[src/sv/i2cm_pkg.sv]
package i2cm_pkg;

    // Request codes on the action field
    localparam logic [1:0] ACT_NONE   = 2'd0;
    localparam logic [1:0] ACT_READ   = 2'd1;
    localparam logic [1:0] ACT_WRITE1 = 2'd2;
    localparam logic [1:0] ACT_WRITE2 = 2'd3;

    localparam logic [7:0] PHASE_TICKS_RESET = 8'd8;
    localparam logic [3:0] BITS_PER_BYTE     = 4'd8;

    // One bus tick: request plus sampled pin levels
    typedef struct packed {
        logic [1:0] action;
        logic [7:0] address_byte;
        logic [7:0] first_byte;
        logic [7:0] second_byte;
        logic       scl_in;
        logic       sda_in;
    } t_in_item;

    // Pin drives and status for one tick
    typedef struct packed {
        logic       scl_drive;
        logic       sda_drive;
        logic       busy_res;
        logic       done_res;
        logic       address_acked;
        logic [7:0] read_data;
    } t_out_item;

endpackage

[src/sv/i2cm_in_if.sv]
interface i2cm_in_if;
    logic               valid;
    logic               ready;
    i2cm_pkg::t_in_item payload;

    modport source (output valid, output payload, input ready);
    modport sink   (input valid, input payload, output ready);
endinterface

[src/sv/i2cm_out_if.sv]
interface i2cm_out_if;
    logic                valid;
    logic                ready;
    i2cm_pkg::t_out_item payload;

    modport source (output valid, output payload, input ready);
    modport sink   (input valid, input payload, output ready);
endinterface

[src/sv/i2c_master_byte_transactions_core.sv]
// I2C bus master for single-byte read, single-byte write and two-byte write
// transactions with clock stretching. Each transfer on i_in is one bus tick:
// it carries a request (acted on only when idle) and the sampled SCL/SDA
// levels, and yields exactly one result on o_out with the line drives for
// that tick and the status after it. The block takes one tick per clock;
// the result is registered, so it appears the cycle after the input
// transfer, and i_in stalls only while that result register is full and not
// taken. i_cfg_wr_en/i_cfg_wr_data load the ticks-per-SCL-phase register
// (reset 8, zero counts as one); write it only while the bus is idle.
module i2c_master_byte_transactions_core (
    input  logic       i_clk,
    input  logic       i_rst_n,
    input  logic       i_cfg_wr_en,
    input  logic [7:0] i_cfg_wr_data,
    i2cm_in_if.sink    i_in,
    i2cm_out_if.source o_out
);
    import i2cm_pkg::*;

    typedef enum logic [3:0] {
        PH_IDLE      = 4'd0,
        PH_START     = 4'd1,
        PH_TX_LOW    = 4'd2,
        PH_TX_HIGH   = 4'd3,
        PH_ACK_LOW   = 4'd4,
        PH_ACK_HIGH  = 4'd5,
        PH_RX_LOW    = 4'd6,
        PH_RX_HIGH   = 4'd7,
        PH_NACK_LOW  = 4'd8,
        PH_NACK_HIGH = 4'd9,
        PH_STOP_LOW  = 4'd10,
        PH_STOP_HIGH = 4'd11,
        PH_STOP_HOLD = 4'd12
    } t_phase;

    logic [7:0]  r_phase_ticks;
    t_phase      r_phase,   n_phase;
    logic [7:0]  r_tick,    n_tick;
    logic [3:0]  r_bits,    n_bits;
    logic [1:0]  r_byte_ix, n_byte_ix;
    logic [7:0]  r_shift,   n_shift;
    logic [15:0] r_pending, n_pending;
    logic [1:0]  r_op,      n_op;
    logic        r_ack,     n_ack;
    logic [7:0]  r_rx,      n_rx;
    logic        r_out_valid;
    t_out_item   r_out,     n_out;

    logic       w_accept;
    logic [7:0] w_limit;
    logic       w_waits_scl;
    logic       w_hold;
    logic [8:0] w_next;
    logic       w_end;
    logic [3:0] w_bits_inc;
    t_in_item   w_in;

    assign w_in     = i_in.payload;
    assign i_in.ready = !r_out_valid || o_out.ready;
    assign w_accept = i_in.valid && i_in.ready;

    assign o_out.valid   = r_out_valid;
    assign o_out.payload = r_out;

    // Phase timer: high phases pause while SCL is held low
    assign w_limit     = (r_phase_ticks == 8'd0) ? 8'd1 : r_phase_ticks;
    assign w_waits_scl = (r_phase == PH_TX_HIGH)   || (r_phase == PH_ACK_HIGH) ||
                         (r_phase == PH_RX_HIGH)   || (r_phase == PH_NACK_HIGH) ||
                         (r_phase == PH_STOP_HIGH);
    assign w_hold      = w_waits_scl && !w_in.scl_in;
    assign w_next      = {1'b0, r_tick} + 9'd1;
    assign w_end       = !w_hold && (w_next >= {1'b0, w_limit});
    assign w_bits_inc  = r_bits + 4'd1;

    // Next state and result for one tick
    always_comb begin
        n_phase   = r_phase;
        n_bits    = r_bits;
        n_byte_ix = r_byte_ix;
        n_shift   = r_shift;
        n_pending = r_pending;
        n_op      = r_op;
        n_ack     = r_ack;
        n_rx      = r_rx;
        if (w_hold) begin
            n_tick = r_tick;
        end else if (w_end) begin
            n_tick = 8'd0;
        end else begin
            n_tick = w_next[7:0];
        end

        n_out.scl_drive = 1'b1;
        n_out.sda_drive = 1'b1;
        n_out.busy_res  = 1'b1;
        n_out.done_res  = 1'b0;

        unique case (r_phase)
            PH_START: begin
                n_out.sda_drive = 1'b0;
                if (w_end) begin
                    n_bits  = 4'd0;
                    n_phase = PH_TX_LOW;
                end
            end
            PH_TX_LOW: begin
                n_out.scl_drive = 1'b0;
                n_out.sda_drive = r_shift[7];
                if (w_end) begin
                    n_phase = PH_TX_HIGH;
                end
            end
            PH_TX_HIGH: begin
                n_out.sda_drive = r_shift[7];
                if (w_end) begin
                    n_shift = {r_shift[6:0], 1'b0};
                    n_bits  = w_bits_inc;
                    n_phase = (w_bits_inc >= BITS_PER_BYTE) ? PH_ACK_LOW : PH_TX_LOW;
                end
            end
            PH_ACK_LOW: begin
                n_out.scl_drive = 1'b0;
                if (w_end) begin
                    n_phase = PH_ACK_HIGH;
                end
            end
            PH_ACK_HIGH: begin
                if (w_end) begin
                    n_bits = 4'd0;
                    if (r_byte_ix == 2'd0) begin
                        // address byte: record the slave's acknowledge
                        n_ack = !w_in.sda_in;
                        if (r_op == ACT_READ) begin
                            n_shift = 8'd0;
                            n_phase = PH_RX_LOW;
                        end else begin
                            n_shift   = r_pending[15:8];
                            n_byte_ix = 2'd1;
                            n_phase   = PH_TX_LOW;
                        end
                    end else if (r_byte_ix == 2'd1 && r_op == ACT_WRITE2) begin
                        n_shift   = r_pending[7:0];
                        n_byte_ix = 2'd2;
                        n_phase   = PH_TX_LOW;
                    end else begin
                        n_phase = PH_STOP_LOW;
                    end
                end
            end
            PH_RX_LOW: begin
                n_out.scl_drive = 1'b0;
                if (w_end) begin
                    n_phase = PH_RX_HIGH;
                end
            end
            PH_RX_HIGH: begin
                if (w_end) begin
                    n_shift = {r_shift[6:0], w_in.sda_in};
                    n_bits  = w_bits_inc;
                    if (w_bits_inc >= BITS_PER_BYTE) begin
                        n_rx    = {r_shift[6:0], w_in.sda_in};
                        n_phase = PH_NACK_LOW;
                    end else begin
                        n_phase = PH_RX_LOW;
                    end
                end
            end
            PH_NACK_LOW: begin
                n_out.scl_drive = 1'b0;
                if (w_end) begin
                    n_phase = PH_NACK_HIGH;
                end
            end
            PH_NACK_HIGH: begin
                if (w_end) begin
                    n_phase = PH_STOP_LOW;
                end
            end
            PH_STOP_LOW: begin
                n_out.scl_drive = 1'b0;
                n_out.sda_drive = 1'b0;
                if (w_end) begin
                    n_phase = PH_STOP_HIGH;
                end
            end
            PH_STOP_HIGH: begin
                n_out.sda_drive = 1'b0;
                if (w_end) begin
                    n_phase = PH_STOP_HOLD;
                end
            end
            PH_STOP_HOLD: begin
                if (w_end) begin
                    n_out.done_res = 1'b1;
                    n_phase        = PH_IDLE;
                end
            end
            default: begin
                // idle: latch a new request
                n_out.busy_res = 1'b0;
                n_phase        = PH_IDLE;
                n_tick         = 8'd0;
                if (w_in.action != ACT_NONE) begin
                    n_op      = w_in.action;
                    n_pending = {w_in.first_byte, w_in.second_byte};
                    n_byte_ix = 2'd0;
                    n_bits    = 4'd0;
                    n_shift   = (w_in.action == ACT_READ) ? (w_in.address_byte + 8'd1)
                                                          : w_in.address_byte;
                    n_phase   = PH_START;
                end
            end
        endcase

        n_out.address_acked = n_ack;
        n_out.read_data     = n_rx;
    end

    // State, configuration and result register
    always_ff @(posedge i_clk) begin
        if (!i_rst_n) begin
            r_phase_ticks <= PHASE_TICKS_RESET;
            r_phase       <= PH_IDLE;
            r_tick        <= 8'd0;
            r_bits        <= 4'd0;
            r_byte_ix     <= 2'd0;
            r_shift       <= 8'd0;
            r_pending     <= 16'd0;
            r_op          <= ACT_NONE;
            r_ack         <= 1'b0;
            r_rx          <= 8'd0;
            r_out_valid   <= 1'b0;
        end else begin
            if (i_cfg_wr_en) begin
                r_phase_ticks <= i_cfg_wr_data;
            end
            if (w_accept) begin
                r_phase   <= n_phase;
                r_tick    <= n_tick;
                r_bits    <= n_bits;
                r_byte_ix <= n_byte_ix;
                r_shift   <= n_shift;
                r_pending <= n_pending;
                r_op      <= n_op;
                r_ack     <= n_ack;
                r_rx      <= n_rx;
                r_out_valid <= 1'b1;
            end else if (o_out.ready) begin
                r_out_valid <= 1'b0;
            end
        end
    end

    // Result payload needs no reset
    always_ff @(posedge i_clk) begin
        if (w_accept) begin
            r_out <= n_out;
        end
    end

endmodule

[src/flat_wrapper.sv]
// flat-port wrapper written by rule: the top's interface ports become plain ports
module i2c_master_byte_transactions_core_flat import i2cm_pkg::*;
  (i_clk, i_rst_n, i_cfg_wr_en, i_cfg_wr_data, i_in_valid, i_in_payload, i_in_ready, o_out_valid, o_out_payload, o_out_ready);
  i2cm_in_if i_in_i ();
  i2cm_out_if o_out_i ();
  input  logic i_clk;
  input  logic i_rst_n;
  input  logic i_cfg_wr_en;
  input  logic [7:0] i_cfg_wr_data;
  input wire logic [$bits(i_in_i.valid)-1:0] i_in_valid;
  input wire logic [$bits(i_in_i.payload)-1:0] i_in_payload;
  output wire logic [$bits(i_in_i.ready)-1:0] i_in_ready;
  output wire logic [$bits(o_out_i.valid)-1:0] o_out_valid;
  output wire logic [$bits(o_out_i.payload)-1:0] o_out_payload;
  input wire logic [$bits(o_out_i.ready)-1:0] o_out_ready;
  assign i_in_i.valid = i_in_valid;
  assign i_in_i.payload = i_in_payload;
  assign i_in_ready = i_in_i.ready;
  assign o_out_valid = o_out_i.valid;
  assign o_out_payload = o_out_i.payload;
  assign o_out_i.ready = o_out_ready;
  i2c_master_byte_transactions_core u_core (.i_clk(i_clk), .i_rst_n(i_rst_n), .i_cfg_wr_en(i_cfg_wr_en), .i_cfg_wr_data(i_cfg_wr_data), .i_in(i_in_i), .o_out(o_out_i));
endmodule
[config.mk]
export PLATFORM = sky130hd
export DESIGN_NAME = i2c_master_byte_transactions_core_flat
export DESIGN_NICKNAME = d
export VERILOG_FILES = /design/src/sv/i2cm_pkg.sv /design/src/sv/i2cm_in_if.sv /design/src/sv/i2cm_out_if.sv /design/src/sv/i2c_master_byte_transactions_core.sv /design/src/flat_wrapper.sv
export SDC_FILE = /design/constraint.sdc
export NUM_CORES = 1
export LEC_CHECK = 0
export BUFFER_PORTS_ARGS = -buffer_cell sky130_fd_sc_hd__buf_2
export CAP_MARGIN = 20
export CORE_UTILIZATION = 50
export CTS_CLUSTER_DIAMETER = 100
export DETAILED_ROUTE_END_ITERATION = 16
export MAX_ROUTING_LAYER = met4
export PLACE_DENSITY = 0.82
export REMOVE_ABC_BUFFERS = 1
export SETUP_SLACK_MARGIN = 0.3
export SYNTH_ARGS = -nofsm -noshare
export SYNTH_HDL_FRONTEND = slang
export SYNTH_SLANG_ARGS = --single-unit
[constraint.sdc]
create_clock -name i_clk -period 6.9 [get_ports i_clk]
set_input_delay 0.69 -clock i_clk [delete_from_list [all_inputs] [get_ports i_clk]]
set_output_delay 0.69 -clock i_clk [all_outputs]
set_load 0.05 [all_outputs]
==> results of run 1 <==
[sequential cells by signal, summed over array words and instances, names as in the netlist]
signal and cells:
u_core.o_out.payload 13, u_core.r_op 2, u_core.r_byte_ix 2, u_core.r_bits 4, u_core.r_phase 4, u_core.o_out.valid 1
u_core.r_pending 16, u_core.r_rx 8, u_core.r_tick 8, u_core.r_ack 1, u_core.r_phase_ticks 8, u_core.r_shift 8
[through the flow]
step / hold slack (ns) / instances
after floorplan: 0.435 / 431
after global placement: 0.445 / 589
after detailed placement: 0.450 / 589
after CTS: 0.461 / 605
after global routing: 0.477 / 605
final: 0.457 / 605
[critical path, cell delays in order (launching register included)]
cell     delay, ns
dfxtp_1       0.40
ha_1          0.26
nand4_1       0.14
or2_2         0.33
xnor2_1       0.14
ha_1          0.30
and3_1        0.21
and3_1        0.18
nand2_1       0.21
a21oi_2       0.40
and2_1        0.50
mux2_4        0.35
[routing by layer]
metal  wire (um)  vias up  global-route usage, %
li1            -     1720                      -
met1        3910     1626                   28.8
met2        4220      140                   35.4
met3         610       12                   4.52
met4         120        0                   8.73
met5           0        -                      -
[cell families (layout without fill, tap and decap cells)]
kind of cell / after synthesis / count (layout) / synth area share, %
and+or+nand+nor: 181 / 181 / 22.0
AOI/OAI and AO/OA: 109 / 109 / 18.3
DFF: 75 / 75 / 41.3
buffers and inverters: 36 / 86 / 4.05
muxes: 27 / 27 / 7.85
xor gates and xnor gates: 14 / 14 / 3.10
adders and majority gates: 11 / 11 / 3.48
[final cells by class]
type	instances	area [sq um]	share of cell area (%)
Clock buffer	12	156	3.51
Clock inverter	4	47.5	1.07
Inverter	14	52.6	1.18
Multi-Input combinational cell	342	2160	48.5
Sequential cell	75	1630	36.6
Tap cell	102	128	2.86
Timing Repair Buffer	56	283	6.34
[cells in the final DEF, fill, tap and decap left out, types with 8 or more instances in the layout]
master,count
a21oi_1,45
xnor2_1,10
ha_1,11
edfxtp_1,13
clkbuf_8,9
mux2i_1,19
dfxtp_1,62
buf_2,55
nor2_1,35
inv_1,13
mux2_4,8
o21ai_0,16
nand2_1,75
nand3_1,17
[power groups by stage]
stage / Sequential (W) / Clock (W) / Combinational [W]
after floorplan: 0.000523 / 0 / 0.000117
after global placement: 0.000508 / 0 / 0.000187
after detailed placement: 0.000510 / 0 / 0.000191
after CTS: 0.000500 / 0.000345 / 0.000192
after global routing: 0.000505 / 0.000367 / 0.000213
final: 0.000501 / 0.000344 / 0.000194
[path summary, 6_finish.rpt]
| kind | startpoint | end | slack (ns) | depth (start not counted) |
|---|---|---|---|---|
| min reg2reg | u_core.r_pending[11]$_SDFFE_PN0P_ | u_core.r_pending[11]$_SDFFE_PN0P_ | 0.46 | 2 |
| max reg2reg | u_core.r_tick[0]$_SDFFE_PN0P_ | u_core.o_out.payload[6]$_DFFE_PP_ | 3.23 | 11 |
| min | u_core.r_pending[11]$_SDFFE_PN0P_ | u_core.r_pending[11]$_SDFFE_PN0P_ | 0.46 | 2 |
| max | u_core.r_tick[0]$_SDFFE_PN0P_ | u_core.o_out.payload[6]$_DFFE_PP_ | 3.23 | 11 |
==> qor.yml, run 1 <==
status: "finished, final reports clean"
setup_viol: 0
ios: 56
grt_overflow_total: 0
die_w_um: 90.9
fill_cells: 712
hp-class: "reg -> reg"
hold_violations: 0
required_ns: 7.01
cts_resized: 0
tightestPinTransition_ns: 1.06
cp_max_fo: 8
root_buffer: "clkbuf_8"
drt_iter0_markers: 378
p_per_area_nw_per_um2: 233
fin_setup_tns_ns: 0
grt_pass1_wl_um: 14600
rsz0062_at_grt: "no"
switching_power_w: 0.000313
num_vias: 3498
critPathKind: "reg -> reg"
clkPwrFrac_pct: 33.1
dr.pass1.iters: 6
cts_made_buffers: 9
cts_setup_buffers: 0
num_rows: 32
relSlewSlack_pct: 29.2
clock_latency_ns: 0.36
period_share_pct: 53.2
grt_max_degree: 36
synth_top_area_cell: "dfxtp_1"
fin_skew_ns: 0.0148
vias_per_cell: 5.78
globalRouteTotalUtil_pct: 22.6
drive_gt1_share_pct: 18.7
p_leak_nw: 1.70
synth_seq_area_share_pct: 41.3
io_buffer_count: 55
crit_path_end_kind: "register"
syn_inst: 453
die_h_um: 90.9
fmax_mhz: 272
numClockSinks: 75
ctsHtreeMaxLevel: 3
grt_antenna_before_repair: 0
arrival_ns: 3.78
total_power_w: 0.00104
finalCriticalPeriod_ns: 3.67
yosysWarnings: 0
setup_ws_ns: 3.23
avgSynthCellArea_sq_um: 8.73
die_area_sq_um: 8270
clk_pin_slew_ns: 0.08
finalNetCount: 550
cp-start-kind: "register"
yosys-top-cells-area: "dfxtp_1, edfxtp_1, nand2_1"
clockBufferDepth: 2
p_int_w: 0.000727
dp_slack_ns: 3.25
ir_drop_mv: 0.0975
first_global_vias: 3103
synth_common_cells: "nand2_1, dfxtp_1, a21oi_1, nor2_1, mux2i_1"
wirelength_um: 8860
cts_hold_buf: 0
core_region_area_sq_um: 7690
placed_area_sq_um: 4260
netlist-cell-type-count: 66
num_antenna_cells: 0
postLayoutCoreUtil_pct: 58.0
maxSlewViolCount: 0
yosys.area.top_type_share_pct: 31.4
switching_share_pct: 30.1
async_reset_ff_share_pct: 0
syn_to_final_growth_pct: 12.8
ys_seq_elements: 75
cts_tree: "built"
design_area_sq_um: 4460
combPwrFrac_pct: 18.7
wl_per_cell_um: 14.6
drv_cap: 0
route.detailed.drc: 0
dp_hpwl_um: 6410
synth_most_common_cell: "nand2_1"
synth-edff-count: 13
antenna_left: 0
start_util_pct: 51.4
netlist_area_sq_um: 3960
place.gp.congestion: 0.918
ys.flop_type: "dfxtp_1"
share_seq_of_total_power_pct: 48.2
Power figures use the tool's default switching activity.
==> run 2: changes to the inputs <==
==> constraint.sdc (replaced) <==
create_clock -name i_clk -period 3.45 [get_ports i_clk]
set_input_delay 0.345 -clock i_clk [delete_from_list [all_inputs] [get_ports i_clk]]
set_output_delay 0.345 -clock i_clk [all_outputs]
set_load 0.05 [all_outputs]
==> qor.yml, run 2 (same netlist as run 1, synthesis figures left out) <==
dr.pass1.iters: 6
relSlewSlack_pct: 38.6
required_ns: 3.66
maxSlewViolCount: 0
grt_max_degree: 31
cts_setup_buffers: 0
root_buffer: "clkbuf_8"
drv_cap: 0
worst_hold_path.num_cells: 3
die_area_sq_um: 8270
die_w_um: 90.9
grt_antenna_before_repair: 0
finalCriticalPeriod_ns: 2.93
start_util_pct: 51.4
largest_reg_flops: 16
die_h_um: 90.9
arrival_ns: 3.14
cts_made_buffers: 9
min_from: "i_cfg_wr_data[3]"
rsz0062_at_grt: "no"
p_leak_nw: 1.73
tightestPinTransition_ns: 0.919
layout_common_cells: "nand2_1, dfxtp_1, buf_2"
cp-start-kind: "register"
globalRouteTotalUtil_pct: 23.4
first_global_vias: 3303
num_rows: 32
route.detailed.drc: 0
antenna_left: 0
setup_ws_ns: 0.520
wirelength_um: 8980
r2r_slack_ns: 0.52
drive_gt1_share_pct: 21.9
grt_pass1_wl_um: 15100
reg2regPathDepth: 13
critPathKind: "reg -> reg"
clock_latency_ns: 0.36
num_vias: 3516
status: "finished, final reports clean"
clk_pin_slew_ns: 0.09
ctsHtreeMaxLevel: 3
core_region_area_sq_um: 7690
dp_slack_ns: 0.272
wl_per_cell_um: 14.7
fin_skew_ns: 0.0125
ios: 56
clockBufferDepth: 2
hold_end: "u_core.r_phase_ticks[3]$_SDFFE_PN1P_"
setup_viol: 0
worstReg2RegStart: "u_core.r_tick[0]$_SDFFE_PN0P_"
crit_path_end_kind: "register"
final_common_cell: "nand2_1"
io_buffer_count: 55
rr_endpoint: "u_core.r_rx[1]$_SDFFE_PN0P_"
ir_drop_mv: 0.203
grt_overflow_total: 0
syn_to_final_growth_pct: 14.7
vias_per_cell: 5.74
dp_hpwl_um: 6560
hold_violations: 0
place.gp.congestion: 0.883
hp-class: "in -> reg"
drt_iter0_markers: 328
numClockSinks: 75
cp_max_fo: 8
period_share_pct: 84.9
p_per_area_nw_per_um2: 443
fin_setup_tns_ns: 0
num_antenna_cells: 0
top_register: "u_core.r_pending"
finalNetCount: 558
cts_tree: "built"
fmax_mhz: 341
[run 2: worst max-delay path: stages, from the launching register on]
cell      delay (ns)
dfxtp_4         0.39
ha_4            0.16
nand4_1         0.12
or2_4           0.26
xnor2_1         0.13
ha_1            0.31
and3_4          0.20
and3_1          0.20
nand2_2         0.10
buf_4           0.20
a211oi_4        0.25
buf_6           0.18
mux2i_1         0.22
nor2_1          0.06
[run 2: worst max-delay path by stage]
| stage | from | end | slack, ns | cells after the start |
|---|---|---|---|---|
| finish | u_core.r_tick[0]$_SDFFE_PN0P_ | u_core.r_rx[1]$_SDFFE_PN0P_ | 0.52 | 13 |
| global route | u_core.r_tick[2]$_SDFFE_PN0P_ | u_core.r_rx[1]$_SDFFE_PN0P_ | 0.31 | 13 |
| CTS | u_core.r_tick[2]$_SDFFE_PN0P_ | u_core.o_out.payload[2]$_DFFE_PP_ | 0.31 | 12 |
| detailed placement | u_core.r_tick[0]$_SDFFE_PN0P_ | u_core.o_out.payload[4]$_DFFE_PP_ | 0.27 | 12 |
| global placement | u_core.r_tick[0]$_SDFFE_PN0P_ | u_core.o_out.payload[6]$_DFFE_PP_ | 0.37 | 12 |
| floorplan | u_core.r_tick[0]$_SDFFE_PN0P_ | u_core.o_out.payload[0]$_DFFE_PP_ | 0.15 | 11 |
[run 2: per-stage QoR]
step	cell area (sq um)	hold slack [ns]	power [W]	instances	util, %
after floorplan	3850	0.435	0.00128	431	-
after global placement	4320	0.445	0.00140	597	56.2
after detailed placement	4320	0.447	0.00141	597	56.2
after CTS	4490	0.200	0.00200	613	58.5
after global routing	4540	0.195	0.00211	613	59.0
final	4540	0.197	0.00201	613	59.0
[run 2: final cells by class]
cell class	count	area, sq um
sequential	75	1640
tap	102	128
multi-input combinational	342	2200
timing repair buffer	64	350
inverter	14	52.6
fill	699	3150
clock buffer	9	124
clock inverter	7	48.8
[run 2: layer usage]
metal	track usage (%)	routed length (um)	vias up
li1	-	-	1733
met5	-	0	-
met2	36.2	4150	111
met3	4.86	534	17
met1	29.7	4130	1655
met4	10.2	168	0
[run 2: timing repair]
action / in CTS / in global routing
pin swaps: 0 / 1
setup endpoints to repair: 14 / 33
hold buffers: 0 / 0
resized for setup: 2 / 12
gates cloned: 0 / 0
[run 2: report_power, final]
part / internal (W) / switching [W]
sequential: 0.000948 / 0.0000565
clock: 0.000264 / 0.000338
combinational: 0.000141 / 0.000263
